===== src/rtl/dhfr_pkg.sv =====
// ----------------------------------------------------------------------------
// dhfr_pkg: shared types and constants of the dual header frame receiver
// Header bytes, frame byte positions and the per-byte frame record.
// ----------------------------------------------------------------------------
package dhfr_pkg;

  localparam logic [7:0] HDR_A0 = 8'h01;
  localparam logic [7:0] HDR_A1 = 8'h02;
  localparam logic [7:0] HDR_A2 = 8'h03;
  localparam logic [7:0] HDR_A3 = 8'h04;
  localparam logic [7:0] HDR_B0 = 8'hAA;
  localparam logic [7:0] HDR_B1 = 8'h85;

  localparam logic [7:0] SIGN_PLUS  = 8'h01;
  localparam logic [7:0] SIGN_MINUS = 8'h00;

  // receiver A counter: hunting, then sign, magnitude bytes, command
  localparam logic [3:0] CNT_A_HUNT = 4'd3;
  localparam logic [3:0] CNT_A_SIGN = 4'd4;
  localparam logic [3:0] CNT_A_MAG2 = 4'd5;
  localparam logic [3:0] CNT_A_MAG1 = 4'd6;
  localparam logic [3:0] CNT_A_MAG0 = 4'd7;
  localparam logic [3:0] CNT_A_CMD  = 4'd8;

  // receiver B counter: hunting (command byte taken on header hit), then
  // type byte and four value bytes
  localparam logic [3:0] CNT_B_HUNT = 4'd2;
  localparam logic [3:0] CNT_B_TYPE = 4'd3;
  localparam logic [3:0] CNT_B_VAL3 = 4'd4;
  localparam logic [3:0] CNT_B_VAL2 = 4'd5;
  localparam logic [3:0] CNT_B_VAL1 = 4'd6;
  localparam logic [3:0] CNT_B_VAL0 = 4'd7;

  localparam logic PROTO_A = 1'b0;
  localparam logic PROTO_B = 1'b1;

  // frames completed by one byte
  typedef struct packed {
    logic        has_b;
    logic [7:0]  b_cmd;
    logic [7:0]  b_type;
    logic [31:0] b_value;
    logic        has_a;
    logic [7:0]  a_cmd;
    logic [31:0] a_value;
    logic        a_valid;
  } frame_evt_t;

endpackage


===== src/rtl/dual_header_frame_receiver.sv =====
// ----------------------------------------------------------------------------
// dual_header_frame_receiver: two-protocol serial frame receiver
// Input: one received byte per transaction on in_valid / in_stall /
// in_rx_byte. Every byte is fed to both receivers (header 01 02 03 04 with a
// sign-magnitude 24-bit value, header AA 85 with a 32-bit value).
// Output: one transaction per completed frame on out_valid / out_stall.
// When one byte ends both frames, the AA 85 frame comes first; out_last
// marks the final result of that byte.
// Frame assembly feeds the queue, which feeds the output register.
// Throughput: one byte per cycle while the queue is not full; a byte ending
// two frames gives two output transactions from the single output register.
// in_stall rises only when the QUEUE_DEPTH-entry frame queue is full, so
// bytes keep flowing while a result waits on a stalled receiver.
// Reset clears the header windows, puts both receivers into hunting, and
// empties the queue and the output register.
// ----------------------------------------------------------------------------
module dual_header_frame_receiver #(
  parameter int QUEUE_DEPTH = 4
) (
  input  logic               clk,
  input  logic               rst_n,
  input  logic               in_valid,
  output logic               in_stall,
  input  logic [7:0]         in_rx_byte,
  output logic               out_valid,
  input  logic               out_stall,
  output logic               out_protocol,
  output logic [7:0]         out_command,
  output logic [7:0]         out_type_code,
  output logic signed [31:0] out_value,
  output logic               out_value_valid,
  output logic               out_last
);

  localparam int EVT_W = $bits(dhfr_pkg::frame_evt_t);

  dhfr_pkg::frame_evt_t front_evt, queue_evt;
  logic accept, push, pop, full, empty;

  assign in_stall = full;
  assign accept   = in_valid && !full;
  assign push     = accept && (front_evt.has_a || front_evt.has_b);

  dhfr_front u_front (
    .clk     (clk),
    .rst_n   (rst_n),
    .accept  (accept),
    .rx_byte (in_rx_byte),
    .evt     (front_evt)
  );

  dhfr_fifo #(
    .WIDTH (EVT_W),
    .DEPTH (QUEUE_DEPTH)
  ) u_queue (
    .clk     (clk),
    .rst_n   (rst_n),
    .push    (push),
    .wr_data (front_evt),
    .pop     (pop),
    .rd_data (queue_evt),
    .full    (full),
    .empty   (empty)
  );

  dhfr_back u_back (
    .clk             (clk),
    .rst_n           (rst_n),
    .evt             (queue_evt),
    .evt_avail       (!empty),
    .evt_pop         (pop),
    .out_valid       (out_valid),
    .out_stall       (out_stall),
    .out_protocol    (out_protocol),
    .out_command     (out_command),
    .out_type_code   (out_type_code),
    .out_value       (out_value),
    .out_value_valid (out_value_valid),
    .out_last        (out_last)
  );

endmodule


===== src/rtl/dhfr_front.sv =====
// ----------------------------------------------------------------------------
// dhfr_front: header hunting and frame assembly for both receivers
// Updates both receivers on every accepted byte and reports completed frames.
// ----------------------------------------------------------------------------
module dhfr_front (
  input  logic                  clk,
  input  logic                  rst_n,
  input  logic                  accept,
  input  logic [7:0]            rx_byte,
  output dhfr_pkg::frame_evt_t  evt
);

  logic [3:0] cnt_a_r, cnt_a_nxt;
  logic [3:0] cnt_b_r, cnt_b_nxt;
  logic [7:0] win_a_r   [4];
  logic [7:0] win_a_nxt [4];
  logic [7:0] win_b_r   [2];
  logic [7:0] win_b_nxt [2];
  logic [7:0] sign_a_r, sign_a_nxt;
  logic [7:0] mag_a_r   [3];
  logic [7:0] mag_a_nxt [3];
  logic [7:0] cmd_b_r, cmd_b_nxt;
  logic [7:0] type_b_r, type_b_nxt;
  logic [7:0] val_b_r   [3];
  logic [7:0] val_b_nxt [3];
  logic [31:0] mag_ext;

  assign mag_ext = {8'h00, mag_a_r[2], mag_a_r[1], mag_a_r[0]};

  always_comb begin
    cnt_a_nxt  = cnt_a_r;
    cnt_b_nxt  = cnt_b_r;
    win_a_nxt  = win_a_r;
    win_b_nxt  = win_b_r;
    sign_a_nxt = sign_a_r;
    mag_a_nxt  = mag_a_r;
    cmd_b_nxt  = cmd_b_r;
    type_b_nxt = type_b_r;
    val_b_nxt  = val_b_r;
    evt        = '0;

    // receiver B
    if (cnt_b_r >= dhfr_pkg::CNT_B_TYPE && cnt_b_r <= dhfr_pkg::CNT_B_VAL0) begin
      cnt_b_nxt = cnt_b_r + 4'd1;
      case (cnt_b_r)
        dhfr_pkg::CNT_B_TYPE: type_b_nxt   = rx_byte;
        dhfr_pkg::CNT_B_VAL3: val_b_nxt[2] = rx_byte;
        dhfr_pkg::CNT_B_VAL2: val_b_nxt[1] = rx_byte;
        dhfr_pkg::CNT_B_VAL1: val_b_nxt[0] = rx_byte;
        dhfr_pkg::CNT_B_VAL0: begin
          evt.has_b    = 1'b1;
          evt.b_cmd    = cmd_b_r;
          evt.b_type   = type_b_r;
          evt.b_value  = {val_b_r[2], val_b_r[1], val_b_r[0], rx_byte};
          cnt_b_nxt    = dhfr_pkg::CNT_B_HUNT;
          win_b_nxt[0] = 8'h00;
          win_b_nxt[1] = 8'h00;
        end
        default: ;
      endcase
    end else begin
      cnt_b_nxt = dhfr_pkg::CNT_B_HUNT;
      if (win_b_r[0] == dhfr_pkg::HDR_B0 && win_b_r[1] == dhfr_pkg::HDR_B1) begin
        cmd_b_nxt = rx_byte;
        cnt_b_nxt = dhfr_pkg::CNT_B_TYPE;
      end
      win_b_nxt[0] = win_b_r[1];
      win_b_nxt[1] = rx_byte;
    end

    // receiver A
    if (cnt_a_r >= dhfr_pkg::CNT_A_SIGN && cnt_a_r <= dhfr_pkg::CNT_A_CMD) begin
      cnt_a_nxt = cnt_a_r + 4'd1;
      case (cnt_a_r)
        dhfr_pkg::CNT_A_SIGN: sign_a_nxt   = rx_byte;
        dhfr_pkg::CNT_A_MAG2: mag_a_nxt[2] = rx_byte;
        dhfr_pkg::CNT_A_MAG1: mag_a_nxt[1] = rx_byte;
        dhfr_pkg::CNT_A_MAG0: mag_a_nxt[0] = rx_byte;
        dhfr_pkg::CNT_A_CMD: begin
          evt.has_a = 1'b1;
          evt.a_cmd = rx_byte;
          if (sign_a_r == dhfr_pkg::SIGN_PLUS) begin
            evt.a_value = mag_ext;
            evt.a_valid = 1'b1;
          end else if (sign_a_r == dhfr_pkg::SIGN_MINUS) begin
            evt.a_value = 32'd0 - mag_ext;
            evt.a_valid = 1'b1;
          end
          cnt_a_nxt = dhfr_pkg::CNT_A_HUNT;
          for (int i = 0; i < 4; i++) win_a_nxt[i] = 8'h00;
        end
        default: ;
      endcase
    end else begin
      cnt_a_nxt    = dhfr_pkg::CNT_A_HUNT;
      win_a_nxt[0] = win_a_r[1];
      win_a_nxt[1] = win_a_r[2];
      win_a_nxt[2] = win_a_r[3];
      win_a_nxt[3] = rx_byte;
      if (win_a_r[1] == dhfr_pkg::HDR_A0 && win_a_r[2] == dhfr_pkg::HDR_A1 &&
          win_a_r[3] == dhfr_pkg::HDR_A2 && rx_byte == dhfr_pkg::HDR_A3) begin
        cnt_a_nxt = dhfr_pkg::CNT_A_SIGN;
      end
    end
  end

  always_ff @(posedge clk) begin
    if (!rst_n) begin
      cnt_a_r <= dhfr_pkg::CNT_A_HUNT;
      cnt_b_r <= dhfr_pkg::CNT_B_HUNT;
      for (int i = 0; i < 4; i++) win_a_r[i] <= 8'h00;
      for (int i = 0; i < 2; i++) win_b_r[i] <= 8'h00;
    end else if (accept) begin
      cnt_a_r <= cnt_a_nxt;
      cnt_b_r <= cnt_b_nxt;
      win_a_r <= win_a_nxt;
      win_b_r <= win_b_nxt;
    end
  end

  always_ff @(posedge clk) begin
    if (accept) begin
      sign_a_r <= sign_a_nxt;
      mag_a_r  <= mag_a_nxt;
      cmd_b_r  <= cmd_b_nxt;
      type_b_r <= type_b_nxt;
      val_b_r  <= val_b_nxt;
    end
  end

endmodule


===== src/rtl/dhfr_fifo.sv =====
// ----------------------------------------------------------------------------
// dhfr_fifo: small register queue between frame assembly and output
// Single push and pop port, full and empty from an occupancy count.
// ----------------------------------------------------------------------------
module dhfr_fifo #(
  parameter int WIDTH = 8,
  parameter int DEPTH = 4
) (
  input  logic             clk,
  input  logic             rst_n,
  input  logic             push,
  input  logic [WIDTH-1:0] wr_data,
  input  logic             pop,
  output logic [WIDTH-1:0] rd_data,
  output logic             full,
  output logic             empty
);

  localparam int AW = $clog2(DEPTH);
  localparam int CW = $clog2(DEPTH + 1);

  logic [WIDTH-1:0] mem_r [DEPTH];
  logic [AW-1:0]    wr_ptr_r, rd_ptr_r;
  logic [CW-1:0]    count_r, count_nxt;

  assign rd_data = mem_r[rd_ptr_r];
  assign full    = (count_r == CW'(DEPTH));
  assign empty   = (count_r == '0);

  always_comb begin
    count_nxt = count_r;
    if (push && !pop) count_nxt = count_r + CW'(1);
    else if (pop && !push) count_nxt = count_r - CW'(1);
  end

  always_ff @(posedge clk) begin
    if (!rst_n) begin
      wr_ptr_r <= '0;
      rd_ptr_r <= '0;
      count_r  <= '0;
    end else begin
      count_r <= count_nxt;
      if (push) begin
        wr_ptr_r <= (wr_ptr_r == AW'(DEPTH - 1)) ? '0 : wr_ptr_r + AW'(1);
      end
      if (pop) begin
        rd_ptr_r <= (rd_ptr_r == AW'(DEPTH - 1)) ? '0 : rd_ptr_r + AW'(1);
      end
    end
  end

  always_ff @(posedge clk) begin
    if (push) mem_r[wr_ptr_r] <= wr_data;
  end

endmodule


===== src/rtl/dhfr_back.sv =====
// ----------------------------------------------------------------------------
// dhfr_back: result sequencer
// Turns each queued frame record into one or two result transactions.
// ----------------------------------------------------------------------------
module dhfr_back (
  input  logic                  clk,
  input  logic                  rst_n,
  input  dhfr_pkg::frame_evt_t  evt,
  input  logic                  evt_avail,
  output logic                  evt_pop,
  output logic                  out_valid,
  input  logic                  out_stall,
  output logic                  out_protocol,
  output logic [7:0]            out_command,
  output logic [7:0]            out_type_code,
  output logic signed [31:0]    out_value,
  output logic                  out_value_valid,
  output logic                  out_last
);

  logic        valid_r, valid_nxt;
  logic        pend_a_r, pend_a_nxt;
  logic        proto_r, proto_nxt;
  logic [7:0]  cmd_r, cmd_nxt;
  logic [7:0]  type_r, type_nxt;
  logic [31:0] value_r, value_nxt;
  logic        vvalid_r, vvalid_nxt;
  logic        last_r, last_nxt;
  logic [7:0]  hold_cmd_r, hold_cmd_nxt;
  logic [31:0] hold_value_r, hold_value_nxt;
  logic        hold_valid_r, hold_valid_nxt;
  logic        free;

  assign free = !valid_r || !out_stall;

  always_comb begin
    valid_nxt      = valid_r;
    pend_a_nxt     = pend_a_r;
    proto_nxt      = proto_r;
    cmd_nxt        = cmd_r;
    type_nxt       = type_r;
    value_nxt      = value_r;
    vvalid_nxt     = vvalid_r;
    last_nxt       = last_r;
    hold_cmd_nxt   = hold_cmd_r;
    hold_value_nxt = hold_value_r;
    hold_valid_nxt = hold_valid_r;
    evt_pop        = 1'b0;
    if (free) begin
      valid_nxt = 1'b0;
      if (pend_a_r) begin
        valid_nxt  = 1'b1;
        pend_a_nxt = 1'b0;
        proto_nxt  = dhfr_pkg::PROTO_A;
        cmd_nxt    = hold_cmd_r;
        type_nxt   = 8'h00;
        value_nxt  = hold_value_r;
        vvalid_nxt = hold_valid_r;
        last_nxt   = 1'b1;
      end else if (evt_avail) begin
        evt_pop   = 1'b1;
        valid_nxt = 1'b1;
        if (evt.has_b) begin
          proto_nxt      = dhfr_pkg::PROTO_B;
          cmd_nxt        = evt.b_cmd;
          type_nxt       = evt.b_type;
          value_nxt      = evt.b_value;
          vvalid_nxt     = 1'b1;
          last_nxt       = !evt.has_a;
          pend_a_nxt     = evt.has_a;
          hold_cmd_nxt   = evt.a_cmd;
          hold_value_nxt = evt.a_value;
          hold_valid_nxt = evt.a_valid;
        end else begin
          proto_nxt  = dhfr_pkg::PROTO_A;
          cmd_nxt    = evt.a_cmd;
          type_nxt   = 8'h00;
          value_nxt  = evt.a_value;
          vvalid_nxt = evt.a_valid;
          last_nxt   = 1'b1;
        end
      end
    end
  end

  always_ff @(posedge clk) begin
    if (!rst_n) begin
      valid_r  <= 1'b0;
      pend_a_r <= 1'b0;
    end else begin
      valid_r  <= valid_nxt;
      pend_a_r <= pend_a_nxt;
    end
  end

  always_ff @(posedge clk) begin
    proto_r      <= proto_nxt;
    cmd_r        <= cmd_nxt;
    type_r       <= type_nxt;
    value_r      <= value_nxt;
    vvalid_r     <= vvalid_nxt;
    last_r       <= last_nxt;
    hold_cmd_r   <= hold_cmd_nxt;
    hold_value_r <= hold_value_nxt;
    hold_valid_r <= hold_valid_nxt;
  end

  assign out_valid       = valid_r;
  assign out_protocol    = proto_r;
  assign out_command     = cmd_r;
  assign out_type_code   = type_r;
  assign out_value       = signed'(value_r);
  assign out_value_valid = vvalid_r;
  assign out_last        = last_r;

endmodule

===== config.mk =====
export PLATFORM = sky130hd
export DESIGN_NAME = dual_header_frame_receiver
export DESIGN_NICKNAME = d
export VERILOG_FILES = /design/src/rtl/dhfr_pkg.sv /design/src/rtl/dual_header_frame_receiver.sv /design/src/rtl/dhfr_front.sv /design/src/rtl/dhfr_fifo.sv /design/src/rtl/dhfr_back.sv
export SDC_FILE = /design/constraint.sdc
export NUM_CORES = 1
export LEC_CHECK = 0
export ABC_AREA = 1
export BUFFER_PORTS_ARGS = -buffer_cell sky130_fd_sc_hd__buf_2
export CAP_MARGIN = 30
export CORE_AREA = 4 4 259 261
export CTS_CLUSTER_DIAMETER = 200
export DETAILED_ROUTE_END_ITERATION = 6
export DIE_AREA = 0 0 263 265
export PLACE_DENSITY = 0.46
export SLEW_MARGIN = 10
export SYNTH_ARGS = -nofsm -noshare
export SYNTH_HDL_FRONTEND = slang
export SYNTH_SLANG_ARGS = --single-unit

===== constraint.sdc =====
create_clock -name clk -period 18.5 [get_ports clk]
set_input_delay 5.55 -clock clk [delete_from_list [all_inputs] [get_ports clk]]
set_output_delay 5.55 -clock clk [all_outputs]
set_load 0.01 [all_outputs]

After elaboration in Yosys (flattened, before gate mapping)

Memory sizes are Yosys's and may differ from the RTL's. A register that Yosys moved wholly into a read port is not among the register bits.
Index checks and enable logic that the tools add are counted.

Word-level logic and storage cells: 148
Memory bits (read-only): 0
Bits in latches: 0
Output and inout port bits: 53
RAM bits: 364
Input port bits: 12
Bits in registers: 221
Memories: 1

Magnitude comparators: 4
Reductions and logical operators: 34
Add/subtract/negate cells: 7
Divide/modulo/power cells: 0
$mul: 0
Eq/ne operators: 23
Bitwise gates (word level): 3
Shift operators: 0
Multiplexer cells: 46

Memories:

| name          | words | width | rd ports | clocked after Yosys merged registers in | wr ports | line            | text |
|---|---|---|---|---|---|---|---|
| u_queue.mem_r | 4     | 91    | 1        | 1                                       | 1        | dhfr_fifo.sv:22 | `logic [WIDTH-1:0] mem_r [DEPTH];` |

Operators by type and width:

| kind                    | number |
|---|---|
| $mux W49                | 2 |
| $mux W32                | 3 |
| $mux W42                | 2 |
| $mux W33                | 2 |
| $mux W24                | 2 |
| $mux W8                 | 5 |
| $eq A4 B3 Y1 const B    | 8 |
| $mux W16                | 2 |
| $reduce_and A3 Y1       | 9 |
| $sub A1 B24 Y25 const A | 1 |
| $mux W1                 | 17 |
| $eq A8 B1 Y1 const B    | 2 |
| $eq A8 B2 Y1 const B    | 2 |
| $eq A8 B8 Y1 const B    | 2 |
| $mux W4                 | 4 |
| $logic_and A1 B1 Y1     | 10 |
| $mux W3                 | 3 |
| $add A4 B1 Y4 const B   | 2 |
| $eq A8 B3 Y1 const B    | 1 |
| $logic_not A8 Y1        | 1 |
| $mux W2                 | 4 |
| $logic_not A1 Y1        | 6 |
| $reduce_and A2 Y1       | 3 |
| $add A2 B1 Y2 const B   | 2 |
| 17 further kinds        | 22 |

Longest topological paths before layout

Depth after elaboration: 11
Depth in mapped cells: 13
Mapped depth without buffers: 13

Hierarchy

From an unflattened synthesis, not the netlist that was laid out.

Cells, all modules: 1916
Area total of the unflattened synthesis: 23581.4 µm²

Modules (own cells, without submodules):

| module                     | times used | area each (µm²) | cells an instance | sequential area each (µm²) |
|---|---|---|---|---|
| dhfr_fifo                  | 1          | 13943.4         | 939               | 11110.7 |
| dhfr_front                 | 1          | 5736.8          | 663               | 3123.0 |
| dhfr_back                  | 1          | 3878.7          | 308               | 2802.7 |
| dual_header_frame_receiver | 1          | 22.5            | 6                 | 0.0 |

Least setup slack after synthesis

No wires, ideal clock.

Path kind: input to register
From: input port in_valid
To: memory u_queue.mem_r[0][0] (netlist name), enable pin
Arrival time: 9430 ps
Required time: 17973 ps
Cell stages on the path: 4
Library setup time: 527 ps
Path slack: 8542 ps
Path through: nand2_1 > inv_2 > o21ai_1 > nor2_1

Cells in the longest elaborated chain, start to end: 4

RTL lines:

| what                          | line                             | text |
|---|---|---|
| from (decl)                   | dual_header_frame_receiver.sv:22 | `input logic in_valid,` |
| $logic_and A1 B1 Y1           | dual_header_frame_receiver.sv:41 | `assign accept = in_valid && !full;` |
| $logic_and A1 B1 Y1           | dual_header_frame_receiver.sv:42 | `assign push = accept && (front_evt.has_a \|\| front_evt.has_b);` |
| $mux W1                       | dhfr_fifo.sv:53                  | `if (push) mem_r[wr_ptr_r] <= wr_data;` |
| $mux W1 (not written as such) | dhfr_fifo.sv:53                  |  |
| to (decl)                     | dhfr_fifo.sv:22                  |  |

Every way passes these cells.

Worst setup path after layout

From: input port in_valid
To: memory u_queue.mem_r[3][87] (netlist name), enable pin

The elaborated chain is that of the path after synthesis.

==> impl_metrics.json <==
{
  "status": "completed",
  "setup_ws_ns": 10.66,
  "hold_path_class": "reg -> reg",
  "vias": 13570,
  "worstSetupPathType": "in -> reg",
  "syn-num-nets": 1883,
  "clock_latency_ns": 0.62,
  "gr-total-overflow": 0,
  "fin_area_mm2": 0.02502,
  "gp_congestion": 0.7805,
  "fin_crit_ns": 7.842,
  "clock_skew_ns": 0.02030,
  "dieArea_mm2": 0.06970,
  "clkSlewWorstSetupHoldPaths_ns": 0.06,
  "setup_viol": 0,
  "cts.hold.buffers_added": 0,
  "cap_violations": 0,
  "avgRoutedWirePerCell_um": 19.34,
  "port_buffers": 64,
  "grt_pass1_wl_um": 82550,
  "finalSetupTns_ns": 0,
  "rows": 93,
  "antenna_found_initial": 6,
  "post_cts_buffers": 0,
  "drt_iter0_markers": 1017,
  "power_density_mw_per_mm2": 146.8,
  "rsz0062_at_grt": "false",
  "clock_sinks": 552,
  "syn-mean-instance-area_um2": 11.76,
  "fmax_mhz": 127.5,
  "end_kind": "register",
  "cp_data_required_time_ns": 18.73,
  "p_leak_nw": 9.392,
  "cts_buffer_depth": 3,
  "post-route-period-util": 0.4239,
  "synthFlopType": "edfxtp_1",
  "ys_ff_latch": 552,
  "root_buffer": "clkbuf_16",
  "arrival_ns": 8.08,
  "numCtsBuffers": 59,
  "dp_cells": 2713,
  "ys_types": 32,
  "cts_resized": 0,
  "max_slew_margin": 0.3578,
  "cts_max_level": 2,
  "grt_max_degree": 85,
  "ant_nets": 0,
  "drive_above_1_share": 0.09731,
  "worstPathMaxFanout": 57,
  "cts_tree": "done",
  "finalHoldViolCount": 0,
  "dpl_cell_area_mm2": 0.02314,
  "yosys_warnings": 0,
  "area_delta_synth_final_pct": 14.69,
  "ios": 65,
  "num-fill-cells": 6234,
  "grt_usage": 0.1537,
  "crit_path_start_kind": "primary input",
  "post-route-util": 0.3881,
  "netlist_instances": 1855,
  "grt_pass1_vias": 13210,
  "peakVddDrop_mv": 0.07316,
  "yosysSeqAreaShare": 0.7327,
  "hpwlAfterDp_um": 31230,
  "first_pass_iters": 5,
  "final_common_cell": "edfxtp_1",
  "fp.dieW_um": 263,
  "start_util": 0.3384,
  "layout_common_cells": "edfxtp_1, nand2_1, nor2_1",
  "ys_async_sr_fraction": 0,
  "worstMarginPinSlew_ns": 0.9633,
  "diodes": 0,
  "drt-total-wl_um": 54690,
  "synth_edf_count": 493,
  "slew_violations": 0,
  "die_y_um": 265,
  "drt_drc_violations_left": 0,
  "netlist_area_mm2": 0.02182,
  "viasPerCell": 4.797,
  "final_nets": 1951,
  "finalNonFillerCells": 2828,
  "place_ws_ns": 9.708,
  "coreArea_mm2": 0.06446
}
Yosys cell counts (9+ instances only):
cell type / number / area share
o21ai_1: 10 / 0.0023
a21oi_1: 61 / 0.014
ha_1: 15 / 0.0086
buf_1: 10 / 0.0017
nand4_1: 13 / 0.0037
dfxtp_1: 59 / 0.054
buf_2: 23 / 0.0053
inv_1: 161 / 0.028
o211ai_1: 33 / 0.011
nand3_1: 86 / 0.020
edfxtp_1: 493 / 0.68
o21ai_0: 120 / 0.028
nand2_1: 382 / 0.066
o22ai_1: 42 / 0.012
o32ai_1: 13 / 0.0052
nor3_1: 9 / 0.0021
nor2_1: 248 / 0.043
clkbuf_1: 52 / 0.0089
layer usage:
metal / vias to the layer above / part of all wire / GRT usage / wire (um)
met4: 2 / 0.018 / 0.03861 / 1003
met2: 304 / 0.47 / 0.2492 / 25570
met1: 6596 / 0.46 / 0.2154 / 25260
li1: 6587 / - / - / -
met5: - / 0.00013 / 0 / 7
met3: 77 / 0.052 / 0.02849 / 2857
critical path, cell delays in order:
cell and delay (ns):
buf_2 0.08, nand2_1 0.42, inv_2 0.35, o21ai_1 0.20
buf_4 0.23, nor2_4 0.37, buf_4 0.80
stage by stage:
stage | total power [mW] | hold slack (ns)
finish | 3.674 | 0.4652
global route | 3.899 | 0.4805
CTS | 3.742 | 0.4633
detailed placement | 2.613 | 0.4485
global placement | 2.599 | 0.4432
floorplan | 2.229 | 0.4287
state kept, by name, summed over array words and instances, names as in the netlist, 8 cells and up, named ones only:
signal / cells
u_back.hold_cmd_r: 8
u_back.hold_value_r: 25
u_back.out_command: 8
u_back.out_type_code: 8
u_back.out_value: 32
u_front.cmd_b_r: 8
u_front.mag_a_r: 24
u_front.sign_a_r: 8
u_front.type_b_r: 8
u_front.val_b_r: 24
u_front.win_a_r: 24
u_front.win_b_r: 16
u_queue.mem_r: 336
worst paths after layout:
kind	from	to	slack, ns	cells past startpoint
worst min-delay path	u_front.win_b_r[10]	u_front.win_b_r[10]	0.47	2
worst max register to register	u_queue.count_r[0]	u_queue.mem_r[3][87]	15.00	8
worst min register to register	u_front.win_b_r[10]	u_front.win_b_r[10]	0.47	2
worst max-delay path	in_valid	u_queue.mem_r[3][87]	10.66	7
final cells by class:
class | count | area (um2) | share of cell area
Clock inverter | 33 | 206.4 | 0.008251
Tap cell | 855 | 1070 | 0.04275
Sequential cell | 552 | 15990 | 0.6391
Timing Repair Buffer | 94 | 613.1 | 0.02450
Inverter | 166 | 625.6 | 0.02500
Multi-Input combinational cell | 1050 | 4882 | 0.1951
Clock buffer | 78 | 1634 | 0.06531
cells by family (layout without fill, tap and decap cells):
group | Yosys count | in the layout | synth area share
and+or+nand+nor | 749 | 749 | 0.1378
adders and majority gates | 16 | 16 | 0.009521
buffers and inverters | 253 | 371 | 0.04519
DFF | 552 | 552 | 0.7327
AOI/OAI and AO/OA | 285 | 285 | 0.07479
power breakdown:
| group | switching (mW) | total [mW] | leakage, nW | internal (mW) |
|---|---|---|---|---|
| clock | 0.477 | 1.12 | 0.908 | 0.644 |
| sequential | 0.0631 | 1.62 | 5.35 | 1.56 |
| combinational | 0.680 | 0.929 | 3.14 | 0.249 |
Power figures use the tool's default switching activity.
